===== src/hw/rtl/sbww_pkg.sv =====
package sbww_pkg;

   localparam int COORD_W = 9;
   localparam int COLOR_W = 16;
   localparam int CSR_INDEX_W = 3;
   localparam int CSR_DATA_W = 16;
   localparam int QUEUE_DEPTH_DEFAULT = 4;

   localparam logic [COORD_W-1:0] X_START_RESET = 9'd0;
   localparam logic [COORD_W-1:0] X_END_RESET = 9'd319;
   localparam logic [COORD_W-1:0] Y_START_RESET = 9'd0;
   localparam logic [COORD_W-1:0] Y_END_RESET = 9'd479;
   localparam logic [COLOR_W-1:0] COLOR_RESET = 16'h0000;

   localparam logic [7:0] CMD_COLUMN = 8'h2A;
   localparam logic [7:0] CMD_PAGE = 8'h2B;
   localparam logic [7:0] CMD_WRITE = 8'h2C;

   typedef enum logic [CSR_INDEX_W-1:0] {
      CSR_X_START = 3'd0,
      CSR_X_END   = 3'd1,
      CSR_Y_START = 3'd2,
      CSR_Y_END   = 3'd3,
      CSR_COLOR   = 3'd4
   } csr_index_type;

   // one queued job: an optional window sequence and an optional pixel
   typedef struct packed {
      logic               win;
      logic               pix;
      logic [COORD_W-1:0] col;
      logic [COORD_W-1:0] row;
   } job_type;

   typedef enum logic [3:0] {
      STEP_CASET   = 4'd0,
      STEP_COL_HI  = 4'd1,
      STEP_COL_LO  = 4'd2,
      STEP_XEND_HI = 4'd3,
      STEP_XEND_LO = 4'd4,
      STEP_PASET   = 4'd5,
      STEP_ROW_HI  = 4'd6,
      STEP_ROW_LO  = 4'd7,
      STEP_YEND_HI = 4'd8,
      STEP_YEND_LO = 4'd9,
      STEP_RAMWR   = 4'd10,
      STEP_PIX_HI  = 4'd11,
      STEP_PIX_LO  = 4'd12
   } step_type;

endpackage


===== src/hw/rtl/sbww_if.sv =====
interface sbww_req_if;
   logic valid;
   logic ready;
   logic pixel_on;
   logic first_bit;

   modport source (output valid, output pixel_on, output first_bit, input ready);
   modport sink (input valid, input pixel_on, input first_bit, output ready);
endinterface

interface sbww_rsp_if;
   logic       valid;
   logic       ready;
   logic [7:0] bus_byte;
   logic       is_command;
   logic       last_of_run;

   modport source (output valid, output bus_byte, output is_command, output last_of_run,
                   input ready);
   modport sink (input valid, input bus_byte, input is_command, input last_of_run,
                 output ready);
endinterface


===== src/hw/rtl/sbww_front.sv =====
module sbww_front
   import sbww_pkg::*;
(
   input  logic               clock,
   input  logic               reset,
   sbww_req_if.sink           req_chan,
   input  logic [COORD_W-1:0] x_start,
   input  logic [COORD_W-1:0] x_end,
   input  logic [COORD_W-1:0] y_start,
   input  logic [COORD_W-1:0] y_end,
   input  logic               queue_full,
   output logic               push,
   output job_type            push_job
);

   logic [COORD_W-1:0] scan_x_ff, scan_x_in;
   logic [COORD_W-1:0] scan_y_ff, scan_y_in;
   logic [COORD_W-1:0] window_left_ff, window_left_in;
   logic               gap_seen_ff, gap_seen_in;
   logic               scan_active_ff, scan_active_in;
   logic               accept;
   logic [COORD_W-1:0] cur_x, cur_y, cur_left;
   logic               cur_gap, cur_active;

   assign req_chan.ready = !queue_full;
   assign accept = req_chan.valid && req_chan.ready;

   always_comb begin
      job_type job;
      job = '0;
      if (req_chan.first_bit) begin
         cur_x      = x_start;
         cur_y      = y_start;
         cur_left   = x_start;
         cur_gap    = 1'b0;
         cur_active = (x_start <= x_end) && (y_start <= y_end);
         job.win    = 1'b1;
         job.col    = x_start;
         job.row    = y_start;
      end else begin
         cur_x      = scan_x_ff;
         cur_y      = scan_y_ff;
         cur_left   = window_left_ff;
         cur_gap    = gap_seen_ff;
         cur_active = scan_active_ff;
      end

      scan_x_in      = cur_x;
      scan_y_in      = cur_y;
      window_left_in = cur_left;
      gap_seen_in    = cur_gap;
      scan_active_in = cur_active;

      if (cur_active) begin
         if (req_chan.pixel_on) begin
            // reopen the window at this pixel after a gap or a wrap to the left
            if (cur_gap || (cur_x < cur_left)) begin
               job.win        = 1'b1;
               job.col        = cur_x;
               job.row        = cur_y;
               window_left_in = cur_x;
               gap_seen_in    = 1'b0;
            end
            job.pix = 1'b1;
         end else begin
            gap_seen_in = 1'b1;
         end

         if (cur_x >= x_end) begin
            scan_x_in = x_start;
            if (cur_y >= y_end) begin
               scan_active_in = 1'b0;
            end else begin
               scan_y_in = cur_y + 1'b1;
            end
         end else begin
            scan_x_in = cur_x + 1'b1;
         end
      end
      push_job = job;
   end

   assign push = accept && (push_job.win || push_job.pix);

   always_ff @(posedge clock) begin
      if (reset) begin
         scan_x_ff      <= '0;
         scan_y_ff      <= '0;
         window_left_ff <= '0;
         gap_seen_ff    <= 1'b0;
         scan_active_ff <= 1'b0;
      end else if (accept) begin
         scan_x_ff      <= scan_x_in;
         scan_y_ff      <= scan_y_in;
         window_left_ff <= window_left_in;
         gap_seen_ff    <= gap_seen_in;
         scan_active_ff <= scan_active_in;
      end
   end

   a_first_pushes: assert property (@(posedge clock) disable iff (reset)
      (accept && req_chan.first_bit) |-> (push && push_job.win))
      else $error("first beat did not queue a window");

endmodule


===== src/hw/rtl/sbww_queue.sv =====
module sbww_queue
   import sbww_pkg::*;
#(
   parameter int DEPTH = QUEUE_DEPTH_DEFAULT
) (
   input  logic    clock,
   input  logic    reset,
   input  logic    push,
   input  job_type push_job,
   output logic    full,
   input  logic    pop,
   output job_type head,
   output logic    empty
);

   localparam int PTR_W = (DEPTH > 1) ? $clog2(DEPTH) : 1;
   localparam int CNT_W = $clog2(DEPTH + 1);

   job_type            entry_ff [DEPTH];
   logic [PTR_W-1:0]   wr_ptr_ff, wr_ptr_in;
   logic [PTR_W-1:0]   rd_ptr_ff, rd_ptr_in;
   logic [CNT_W-1:0]   count_ff, count_in;

   assign full  = (count_ff == CNT_W'(DEPTH));
   assign empty = (count_ff == '0);
   assign head  = entry_ff[rd_ptr_ff];

   always_comb begin
      wr_ptr_in = wr_ptr_ff;
      rd_ptr_in = rd_ptr_ff;
      if (push) begin
         wr_ptr_in = (wr_ptr_ff == PTR_W'(DEPTH - 1)) ? '0 : wr_ptr_ff + 1'b1;
      end
      if (pop) begin
         rd_ptr_in = (rd_ptr_ff == PTR_W'(DEPTH - 1)) ? '0 : rd_ptr_ff + 1'b1;
      end
      count_in = count_ff + CNT_W'(push) - CNT_W'(pop);
   end

   always_ff @(posedge clock) begin
      if (reset) begin
         wr_ptr_ff <= '0;
         rd_ptr_ff <= '0;
         count_ff  <= '0;
      end else begin
         wr_ptr_ff <= wr_ptr_in;
         rd_ptr_ff <= rd_ptr_in;
         count_ff  <= count_in;
      end
   end

   always_ff @(posedge clock) begin
      if (push) begin
         entry_ff[wr_ptr_ff] <= push_job;
      end
   end

   a_no_overflow: assert property (@(posedge clock) disable iff (reset)
      push |-> !full)
      else $error("push into full queue");

   a_no_underflow: assert property (@(posedge clock) disable iff (reset)
      pop |-> !empty)
      else $error("pop from empty queue");

endmodule


===== src/hw/rtl/sbww_back.sv =====
module sbww_back
   import sbww_pkg::*;
(
   input  logic               clock,
   input  logic               reset,
   input  job_type            head,
   input  logic               empty,
   output logic               pop,
   input  logic [COORD_W-1:0] x_end,
   input  logic [COORD_W-1:0] y_end,
   input  logic [COLOR_W-1:0] pixel_color,
   sbww_rsp_if.source         rsp_chan
);

   logic       started_ff, started_in;
   step_type   step_ff, step_in;
   logic       rsp_valid_ff, rsp_valid_in;
   logic [7:0] byte_ff;
   logic       cmd_ff;
   logic       last_ff;

   step_type   cur_step, end_step;
   logic       load, at_end;
   logic [7:0] sel_byte;
   logic       sel_cmd;

   assign load     = !empty && (!rsp_valid_ff || rsp_chan.ready);
   assign cur_step = started_ff ? step_ff : (head.win ? STEP_CASET : STEP_PIX_HI);
   assign end_step = head.pix ? STEP_PIX_LO : STEP_RAMWR;
   assign at_end   = (cur_step == end_step);
   assign pop      = load && at_end;

   // next step
   always_comb begin
      started_in = started_ff;
      step_in    = step_ff;
      if (load) begin
         if (at_end) begin
            started_in = 1'b0;
         end else begin
            started_in = 1'b1;
            step_in    = step_type'(cur_step + 4'd1);
         end
      end
   end

   // byte of the current step
   always_comb begin
      sel_cmd = 1'b0;
      unique case (cur_step)
         STEP_CASET: begin
            sel_byte = CMD_COLUMN;
            sel_cmd  = 1'b1;
         end
         STEP_COL_HI:  sel_byte = {7'd0, head.col[COORD_W-1]};
         STEP_COL_LO:  sel_byte = head.col[7:0];
         STEP_XEND_HI: sel_byte = {7'd0, x_end[COORD_W-1]};
         STEP_XEND_LO: sel_byte = x_end[7:0];
         STEP_PASET: begin
            sel_byte = CMD_PAGE;
            sel_cmd  = 1'b1;
         end
         STEP_ROW_HI:  sel_byte = {7'd0, head.row[COORD_W-1]};
         STEP_ROW_LO:  sel_byte = head.row[7:0];
         STEP_YEND_HI: sel_byte = {7'd0, y_end[COORD_W-1]};
         STEP_YEND_LO: sel_byte = y_end[7:0];
         STEP_RAMWR: begin
            sel_byte = CMD_WRITE;
            sel_cmd  = 1'b1;
         end
         STEP_PIX_HI:  sel_byte = pixel_color[15:8];
         STEP_PIX_LO:  sel_byte = pixel_color[7:0];
         default:      sel_byte = 8'd0;
      endcase
   end

   always_comb begin
      rsp_valid_in = rsp_valid_ff;
      if (load) begin
         rsp_valid_in = 1'b1;
      end else if (rsp_chan.ready) begin
         rsp_valid_in = 1'b0;
      end
   end

   always_ff @(posedge clock) begin
      if (reset) begin
         started_ff   <= 1'b0;
         step_ff      <= STEP_CASET;
         rsp_valid_ff <= 1'b0;
      end else begin
         started_ff   <= started_in;
         step_ff      <= step_in;
         rsp_valid_ff <= rsp_valid_in;
      end
   end

   always_ff @(posedge clock) begin
      if (load) begin
         byte_ff <= sel_byte;
         cmd_ff  <= sel_cmd;
         last_ff <= at_end;
      end
   end

   assign rsp_chan.valid       = rsp_valid_ff;
   assign rsp_chan.bus_byte    = byte_ff;
   assign rsp_chan.is_command  = cmd_ff;
   assign rsp_chan.last_of_run = last_ff;

   a_pop_marks_last: assert property (@(posedge clock) disable iff (reset)
      pop |=> (rsp_valid_ff && last_ff))
      else $error("job retired without a last beat");

endmodule


===== src/hw/rtl/sparse_bitmap_window_writer_unit.sv =====
// An accepted item is first written into the job queue; the sequencer behind it then
// registers the first output beat. It sends one output beat per cycle while the receiver
// is ready; a drawn pixel is 2 bytes, a window sequence adds 11, an undrawn pixel adds none.
// Input is taken every cycle while the job queue has room (QUEUE_DEPTH jobs).
// Reset (synchronous, active high) clears scan state, queue and output; registers take
// their power-on values (x_end 319, y_end 479, others 0).
module sparse_bitmap_window_writer_unit
   import sbww_pkg::*;
#(
   parameter int QUEUE_DEPTH = QUEUE_DEPTH_DEFAULT
) (
   input  logic                   clock,
   input  logic                   reset,
   sbww_req_if.sink               req_chan,
   sbww_rsp_if.source             rsp_chan,
   input  logic                   csr_wr_en,
   input  logic [CSR_INDEX_W-1:0] csr_index,
   input  logic [CSR_DATA_W-1:0]  csr_wdata
);

   logic [COORD_W-1:0] x_start_ff, x_end_ff, y_start_ff, y_end_ff;
   logic [COLOR_W-1:0] color_ff;

   logic    push, pop, full, empty;
   job_type push_job, head;

   always_ff @(posedge clock) begin
      if (reset) begin
         x_start_ff <= X_START_RESET;
         x_end_ff   <= X_END_RESET;
         y_start_ff <= Y_START_RESET;
         y_end_ff   <= Y_END_RESET;
         color_ff   <= COLOR_RESET;
      end else if (csr_wr_en) begin
         unique case (csr_index_type'(csr_index))
            CSR_X_START: x_start_ff <= csr_wdata[COORD_W-1:0];
            CSR_X_END:   x_end_ff   <= csr_wdata[COORD_W-1:0];
            CSR_Y_START: y_start_ff <= csr_wdata[COORD_W-1:0];
            CSR_Y_END:   y_end_ff   <= csr_wdata[COORD_W-1:0];
            CSR_COLOR:   color_ff   <= csr_wdata[COLOR_W-1:0];
            default: ;
         endcase
      end
   end

   sbww_front u_front (
      .clock      (clock),
      .reset      (reset),
      .req_chan   (req_chan),
      .x_start    (x_start_ff),
      .x_end      (x_end_ff),
      .y_start    (y_start_ff),
      .y_end      (y_end_ff),
      .queue_full (full),
      .push       (push),
      .push_job   (push_job)
   );

   sbww_queue #(
      .DEPTH (QUEUE_DEPTH)
   ) u_queue (
      .clock    (clock),
      .reset    (reset),
      .push     (push),
      .push_job (push_job),
      .full     (full),
      .pop      (pop),
      .head     (head),
      .empty    (empty)
   );

   sbww_back u_back (
      .clock       (clock),
      .reset       (reset),
      .head        (head),
      .empty       (empty),
      .pop         (pop),
      .x_end       (x_end_ff),
      .y_end       (y_end_ff),
      .pixel_color (color_ff),
      .rsp_chan    (rsp_chan)
   );

endmodule


===== src/flat_wrapper.sv =====
// flat-port wrapper written by rule: the top's interface ports become plain ports
module sparse_bitmap_window_writer_unit_flat import sbww_pkg::*;
#(
   parameter int QUEUE_DEPTH = QUEUE_DEPTH_DEFAULT
)
  (clock, reset, csr_wr_en, csr_index, csr_wdata, req_chan_valid, req_chan_pixel_on, req_chan_first_bit, req_chan_ready, rsp_chan_valid, rsp_chan_bus_byte, rsp_chan_is_command, rsp_chan_last_of_run, rsp_chan_ready);
  sbww_req_if req_chan_i ();
  sbww_rsp_if rsp_chan_i ();
  input  logic clock;
  input  logic reset;
  input  logic csr_wr_en;
  input  logic [CSR_INDEX_W-1:0] csr_index;
  input  logic [CSR_DATA_W-1:0] csr_wdata;
  input wire logic [$bits(req_chan_i.valid)-1:0] req_chan_valid;
  input wire logic [$bits(req_chan_i.pixel_on)-1:0] req_chan_pixel_on;
  input wire logic [$bits(req_chan_i.first_bit)-1:0] req_chan_first_bit;
  output wire logic [$bits(req_chan_i.ready)-1:0] req_chan_ready;
  output wire logic [$bits(rsp_chan_i.valid)-1:0] rsp_chan_valid;
  output wire logic [$bits(rsp_chan_i.bus_byte)-1:0] rsp_chan_bus_byte;
  output wire logic [$bits(rsp_chan_i.is_command)-1:0] rsp_chan_is_command;
  output wire logic [$bits(rsp_chan_i.last_of_run)-1:0] rsp_chan_last_of_run;
  input wire logic [$bits(rsp_chan_i.ready)-1:0] rsp_chan_ready;
  assign req_chan_i.valid = req_chan_valid;
  assign req_chan_i.pixel_on = req_chan_pixel_on;
  assign req_chan_i.first_bit = req_chan_first_bit;
  assign req_chan_ready = req_chan_i.ready;
  assign rsp_chan_valid = rsp_chan_i.valid;
  assign rsp_chan_bus_byte = rsp_chan_i.bus_byte;
  assign rsp_chan_is_command = rsp_chan_i.is_command;
  assign rsp_chan_last_of_run = rsp_chan_i.last_of_run;
  assign rsp_chan_i.ready = rsp_chan_ready;
  sparse_bitmap_window_writer_unit #(.QUEUE_DEPTH(QUEUE_DEPTH)) u_core (.clock(clock), .reset(reset), .req_chan(req_chan_i), .rsp_chan(rsp_chan_i), .csr_wr_en(csr_wr_en), .csr_index(csr_index), .csr_wdata(csr_wdata));
endmodule

===== config.mk =====
export PLATFORM = sky130hd
export DESIGN_NAME = sparse_bitmap_window_writer_unit_flat
export DESIGN_NICKNAME = d
export VERILOG_FILES = /design/src/hw/rtl/sbww_pkg.sv /design/src/hw/rtl/sbww_if.sv /design/src/hw/rtl/sbww_front.sv /design/src/hw/rtl/sbww_queue.sv /design/src/hw/rtl/sbww_back.sv /design/src/hw/rtl/sparse_bitmap_window_writer_unit.sv /design/src/flat_wrapper.sv
export SDC_FILE = /design/constraint.sdc
export NUM_CORES = 1
export LEC_CHECK = 0
export BUFFER_PORTS_ARGS = -buffer_cell sky130_fd_sc_hd__buf_2
export CAP_MARGIN = 20
export CORE_MARGIN = 5
export CORE_UTILIZATION = 65
export CTS_BUF_LIST = sky130_fd_sc_hd__clkbuf_4 sky130_fd_sc_hd__clkbuf_8 sky130_fd_sc_hd__clkbuf_16
export DETAILED_ROUTE_END_ITERATION = 12
export PLACE_DENSITY = 0.92
export SYNTH_ARGS = -nofsm -noshare
export SYNTH_HDL_FRONTEND = slang
export SYNTH_SLANG_ARGS = --single-unit

===== constraint.sdc =====
create_clock -name clock -period 6.85 [get_ports clock]
set_input_delay 1.37 -clock clock [delete_from_list [all_inputs] [get_ports clock]]
set_output_delay 1.37 -clock clock [all_outputs]
set_load 0.02 [all_outputs]

# After elaboration in Yosys (flattened, before gate mapping)
# Memory sizes are Yosys's and may differ from the RTL's. A register that Yosys moved wholly into a read port is not among the register bits.
# Cells that the tools add are included.
[classes]
addsub = 7
order_cmp = 5
n_eq_ne = 20
n_mux = 39
bitwise = 1
n_reduce_logical = 22
[op_table]
columns = ["cell", "count"]
rows = [
  ["8-bit case mux with 13 select lines", 1],
  ["9-bit 2-to-1 mux", 11],
  ["20-bit 2-to-1 mux", 2],
  ["18-bit 2-to-1 mux", 2],
  ["4-bit == test (second input constant)", 5],
  ["9-bit by 1-bit adder with 9-bit output (second input constant)", 2],
  ["9-bit greater-or-equal comparator", 2],
  ["9-bit less-or-equal comparator", 2],
  ["4-bit by 3-bit == test with 1-bit output (second input constant)", 4],
  ["1-bit 2-to-1 mux", 16],
  ["2-bit AND reduction", 6],
  ["9-bit < comparator", 1],
  ["4-bit by 2-bit == test with 1-bit output (second input constant)", 2],
  ["2-bit 2-to-1 mux", 4],
  ["4-bit 2-to-1 mux", 2],
  ["3-bit by 2-bit == test with 1-bit output (second input constant)", 2],
  ["3-bit == test (second input constant)", 2],
  ["3-bit zero test", 2],
  ["1-bit logical AND", 5],
  ["2-bit by 1-bit adder with 2-bit output (second input constant)", 2],
  ["4-bit by 1-bit adder with 4-bit output (second input constant)", 1],
  ["2-bit == test (second input constant)", 2],
  ["4-bit by 1-bit == test with 1-bit output (second input constant)", 1],
  ["4-bit == test", 1],
  ["other kinds (10)", 14],
]
[totals]
regBits = 104
mem_bits_rw = 80
out_inout_bits = 12
word_cells = 114
memories = 1
[mem_list]
columns = ["memory", "depth", "word_bits", "read_ports", "rd_clocked_by_memory_dff", "wr", "line", "source"]
rows = [
  ["u_core.u_queue.entry_ff", 4, 20, 1, 1, 1, "sbww_queue.sv:19", "job_type entry_ff [DEPTH];"],
]

# Longest topological paths before layout
[logic_depth]
ltp_word = 10
mapped_depth = 16
mapped_depth_nobuf = 13

# By module
# Synthesis repeated with hierarchy kept, for this count alone.
[unflattened]
hier_cells = 884
area_unflattened_um2 = 9938.3
[by_module_without_submodules]
columns = ["module", "n_inst", "cells_per_inst", "area_each_um2"]
rows = [
  ["sbww_queue", 1, 147, 3339.5],
  ["sbww_front", 1, 408, 3285.7],
  ["sparse_bitmap_window_writer_unit", 1, 203, 2134.5],
  ["sbww_back", 1, 126, 1178.6],
]

# Least setup slack after synthesis
# OpenSTA, ideal clock, no wires.
[synth_path]
kind = "input to register"
startpoint = "in req_chan_first_bit"
endpoint = "mem u_core.u_queue.entry_ff[0][17] (netlist bit) (data pin)"
setup_time_ps = 294
t_arrival_ps = 4622
t_required_ps = 6556
setup_slack_ps = 1934
path_stages = 14
path_cell_list = "buf_2 > buf_1 > clkbuf_1 > buf_1 > mux2i_1 > ha_1 > a21oi_1 > o21ai_0 > nor2_1 > a221oi_1 > or2_2 > buf_2 > clkbuf_1 > o21ai_0"
[synth_lines]
columns = ["item", "line", "source"]
rows = [
  ["from (decl)", "flat_wrapper.sv:16", "input wire logic [$bits(req_chan_i.first_bit)-1:0] req_chan_first_bit;"],
  ["to (decl)", "sbww_queue.sv:19", ""],
]

==> flow_metrics.tcl <==
set metrics [dict create \
    power_density_nw_per_um2 293 \
    intPower_mw 2.07 \
    drtPass1Iterations 8 \
    rows 44 \
    start_util 0.659 \
    totalWireLength_um 25700 \
    max-vdd-ir-drop_uv 210 \
    ant_nets 0 \
    worstSetupPathType "in -> reg" \
    synth-seq-cells 186 \
    yosysTopAreaCell "edfxtp_1" \
    antenna_found_initial 0 \
    io_buffers 37 \
    track_usage 0.312 \
    total_power_mw 3.04 \
    synth_warnings 0 \
    fmax_ghz 0.215 \
    netlist_instances 954 \
    p_clk_frac 0.326 \
    die_width_um 131 \
    cts_inserted_buffers 17 \
    seq_power_share 0.449 \
    period_needed_ns 4.65 \
    vias_per_cell 6.72 \
    grt_first_pass_wirelength_um 40400 \
    clock_latency_ns 0.45 \
    crit_path_end_kind "flip-flop" \
    cap_violations 0 \
    grt_setup_unrepaired "no" \
    leakagePower_nw 4.01 \
    worstHoldPathType "reg -> reg" \
    fin_util 0.720 \
    cts-root-buf "clkbuf_16" \
    synth_top_flop_cell "dfxtp_1" \
    fin_nets 1049 \
    setup_tns_ns 0 \
    synth.most_common_cell "nand2_1" \
    timing.final.crit_share 0.679 \
    async_flop_share 0 \
    cp-start-kind "input pin" \
    slew_headroom 0.242 \
    yosys.area.top_type_share 0.284 \
    synth_area_um2 9510 \
    drive_gt1_frac 0.113 \
    postPlaceCellArea_um2 9770 \
    synth_common_cells "nand2_1 (154), dfxtp_1 (96), edfxtp_1 (90)" \
    htreeDepth 4 \
    dpl_worst_slack_ns 1.96 \
    syn_to_final_growth_pct 9.25 \
    clockBufferDepth 2 \
    cp.arrival_ns 4.78 \
    wl_per_cell_um 22.1 \
    grt_max_degree 50 \
    cp.required_ns 6.98 \
    finalMaxSlewViolations 0 \
    crit_fanout 47 \
    synth_cell_types 69 \
    status "finished clean" \
    die_area_um2 17200 \
    drt_iter0_markers 935 \
    core_area_um2 14400 \
    synth-edff-count 90 \
    yosys-top-cells-area "edfxtp_1 (28%), dfxtp_1 (20%), ha_1 (7.5%)" \
    postCtsSetupRepairBufs 0 \
    syn_area_per_cell_um2 9.97 \
    netSwitchingFraction 0.319 \
    share_comb_of_total_power 0.225 \
    die_h_um 131 \
    final-setup-viol-count 0 \
    worstMarginPinSlew_ns 1.14 \
    post_cts_resized 0 \
    hold_viol 0 \
    clock_sinks 186 \
    synth_nets 1038 \
    seq_area_frac_synth 0.486 \
    io_pins 38 \
    tritoncts "yes" \
    dp_hpwl_um 17100 \
    place_congestion 0.924 \
    fin_skew_ns 0.00844 \
    clk_pin_slew_ns 0.07 \
    antenna_cells 0 \
    gr-total-overflow 0 \
    switching_power_mw 0.968 \
    fin_ws_ns 2.20 \
    grt_pass1_vias 7480 \
    final_area_um2 10400 \
    fillers 979 \
    post-route-drc-count 0 \
    vias 7804 \
    hold_buffers 0 \
]
power by group through the flow:
stage | combinational [mW] | sequential (mW) | clock [mW]
floorplan | 0.452 | 1.40 | 0
global placement | 0.637 | 1.38 | 0
detailed placement | 0.657 | 1.39 | 0
CTS | 0.666 | 1.36 | 0.987
global route | 0.746 | 1.37 | 1.05
finish | 0.685 | 1.37 | 0.989
metrics by stage:
| step | std cells | hold slack, ns |
|---|---|---|
| floorplan | 954 | 0.429 |
| finish | 1162 | 0.453 |
| CTS | 1161 | 0.450 |
| global route | 1162 | 0.471 |
| detailed placement | 1129 | 0.441 |
| global placement | 1129 | 0.437 |
layout make-up:
| cell class | instances | area (µm²) | share of cell area |
|---|---|---|---|
| sequential | 186 | 4620 | 0.445 |
| multi-input combinational | 643 | 4400 | 0.423 |
| clock buffer | 21 | 503 | 0.0484 |
| timing repair buffer | 47 | 280 | 0.0270 |
| inverter | 70 | 263 | 0.0253 |
| tap | 184 | 230 | 0.0222 |
| clock inverter | 11 | 92.6 | 0.00891 |
metal layers:
metal | global-route usage | share of wire
met2 | 0.504 | 0.47
met3 | 0.0931 | 0.12
met4 | 0.132 | 0.047
met1 | 0.392 | 0.37
met5 | 0 | 0
final timing paths:
path,from,to,cells past startpoint,slack (ns)
worst max-delay path,req_chan_first_bit,u_core.u_queue.entry_ff[1][15],12,2.20
worst min-delay path,u_core.u_front.scan_x_ff[8],u_core.u_front.scan_x_ff[8],2,0.45
worst max register to register,flip-flop,u_core.u_queue.count_ff[2],13,2.40
worst min register to register,u_core.u_front.scan_x_ff[8],u_core.u_front.scan_x_ff[8],2,0.45
registers in the layout, summed over array words and instances, names as in the netlist, named ones only:
name / flops
u_core.y_end_ff: 9
u_core.u_back.rsp_chan.last_of_run: 1
u_core.u_back.rsp_chan.valid: 1
u_core.u_queue.wr_ptr_ff: 2
u_core.u_queue.rd_ptr_ff: 2
u_core.u_queue.count_ff: 3
u_core.u_front.scan_y_ff: 9
u_core.x_end_ff: 9
u_core.u_back.rsp_chan.bus_byte: 8
u_core.u_front.scan_x_ff: 9
u_core.u_front.gap_seen_ff: 1
u_core.x_start_ff: 9
u_core.u_back.started_ff: 1
u_core.u_front.window_left_ff: 9
u_core.u_back.rsp_chan.is_command: 1
u_core.u_queue.entry_ff: 80
u_core.color_ff: 16
u_core.y_start_ff: 9
u_core.u_back.step_ff: 4
u_core.u_front.scan_active_ff: 1
cells by family after synthesis:
| logic type | count (synthesis) | share of synthesized area |
|---|---|---|
| AO/OA/AOI/OAI | 239 | 0.163 |
| XOR/XNOR | 4 | 0.00368 |
| adder cells (fa/ha/maj) | 58 | 0.0771 |
| buffers and inverters | 125 | 0.0514 |
| flip-flops | 186 | 0.486 |
| multiplexers | 56 | 0.0838 |
| AND/OR/NAND/NOR | 286 | 0.135 |
worst max-delay path: stages:
cell	delay [ns]
buf_2	0.10
buf_4	0.29
nand2_1	0.14
a21boi_0	0.39
inv_1	0.21
ha_1	0.38
a41oi_1	0.15
o21ai_0	0.14
a41oi_1	0.19
a221oi_1	0.09
or2_2	0.56
o21ai_0	0.75
cells in the final DEF, fill, tap and decap left out, types with 8 or more instances in the layout:
master / instances
edfxtp_1: 90
o21ai_0: 40
buf_4: 9
mux2i_1: 32
o22ai_1: 9
nor4_1: 13
clkbuf_16: 19
a211oi_1: 8
o211ai_1: 25
and2_1: 9
a21boi_0: 15
a21oi_1: 77
nand3_1: 22
mux4_2: 18
nor2_1: 40
dfxtp_1: 96
inv_1: 69
nand2_1: 154
nor3_1: 13
buf_2: 37
ha_1: 57
nand4_1: 9
(Power assumes the default switching activity.)
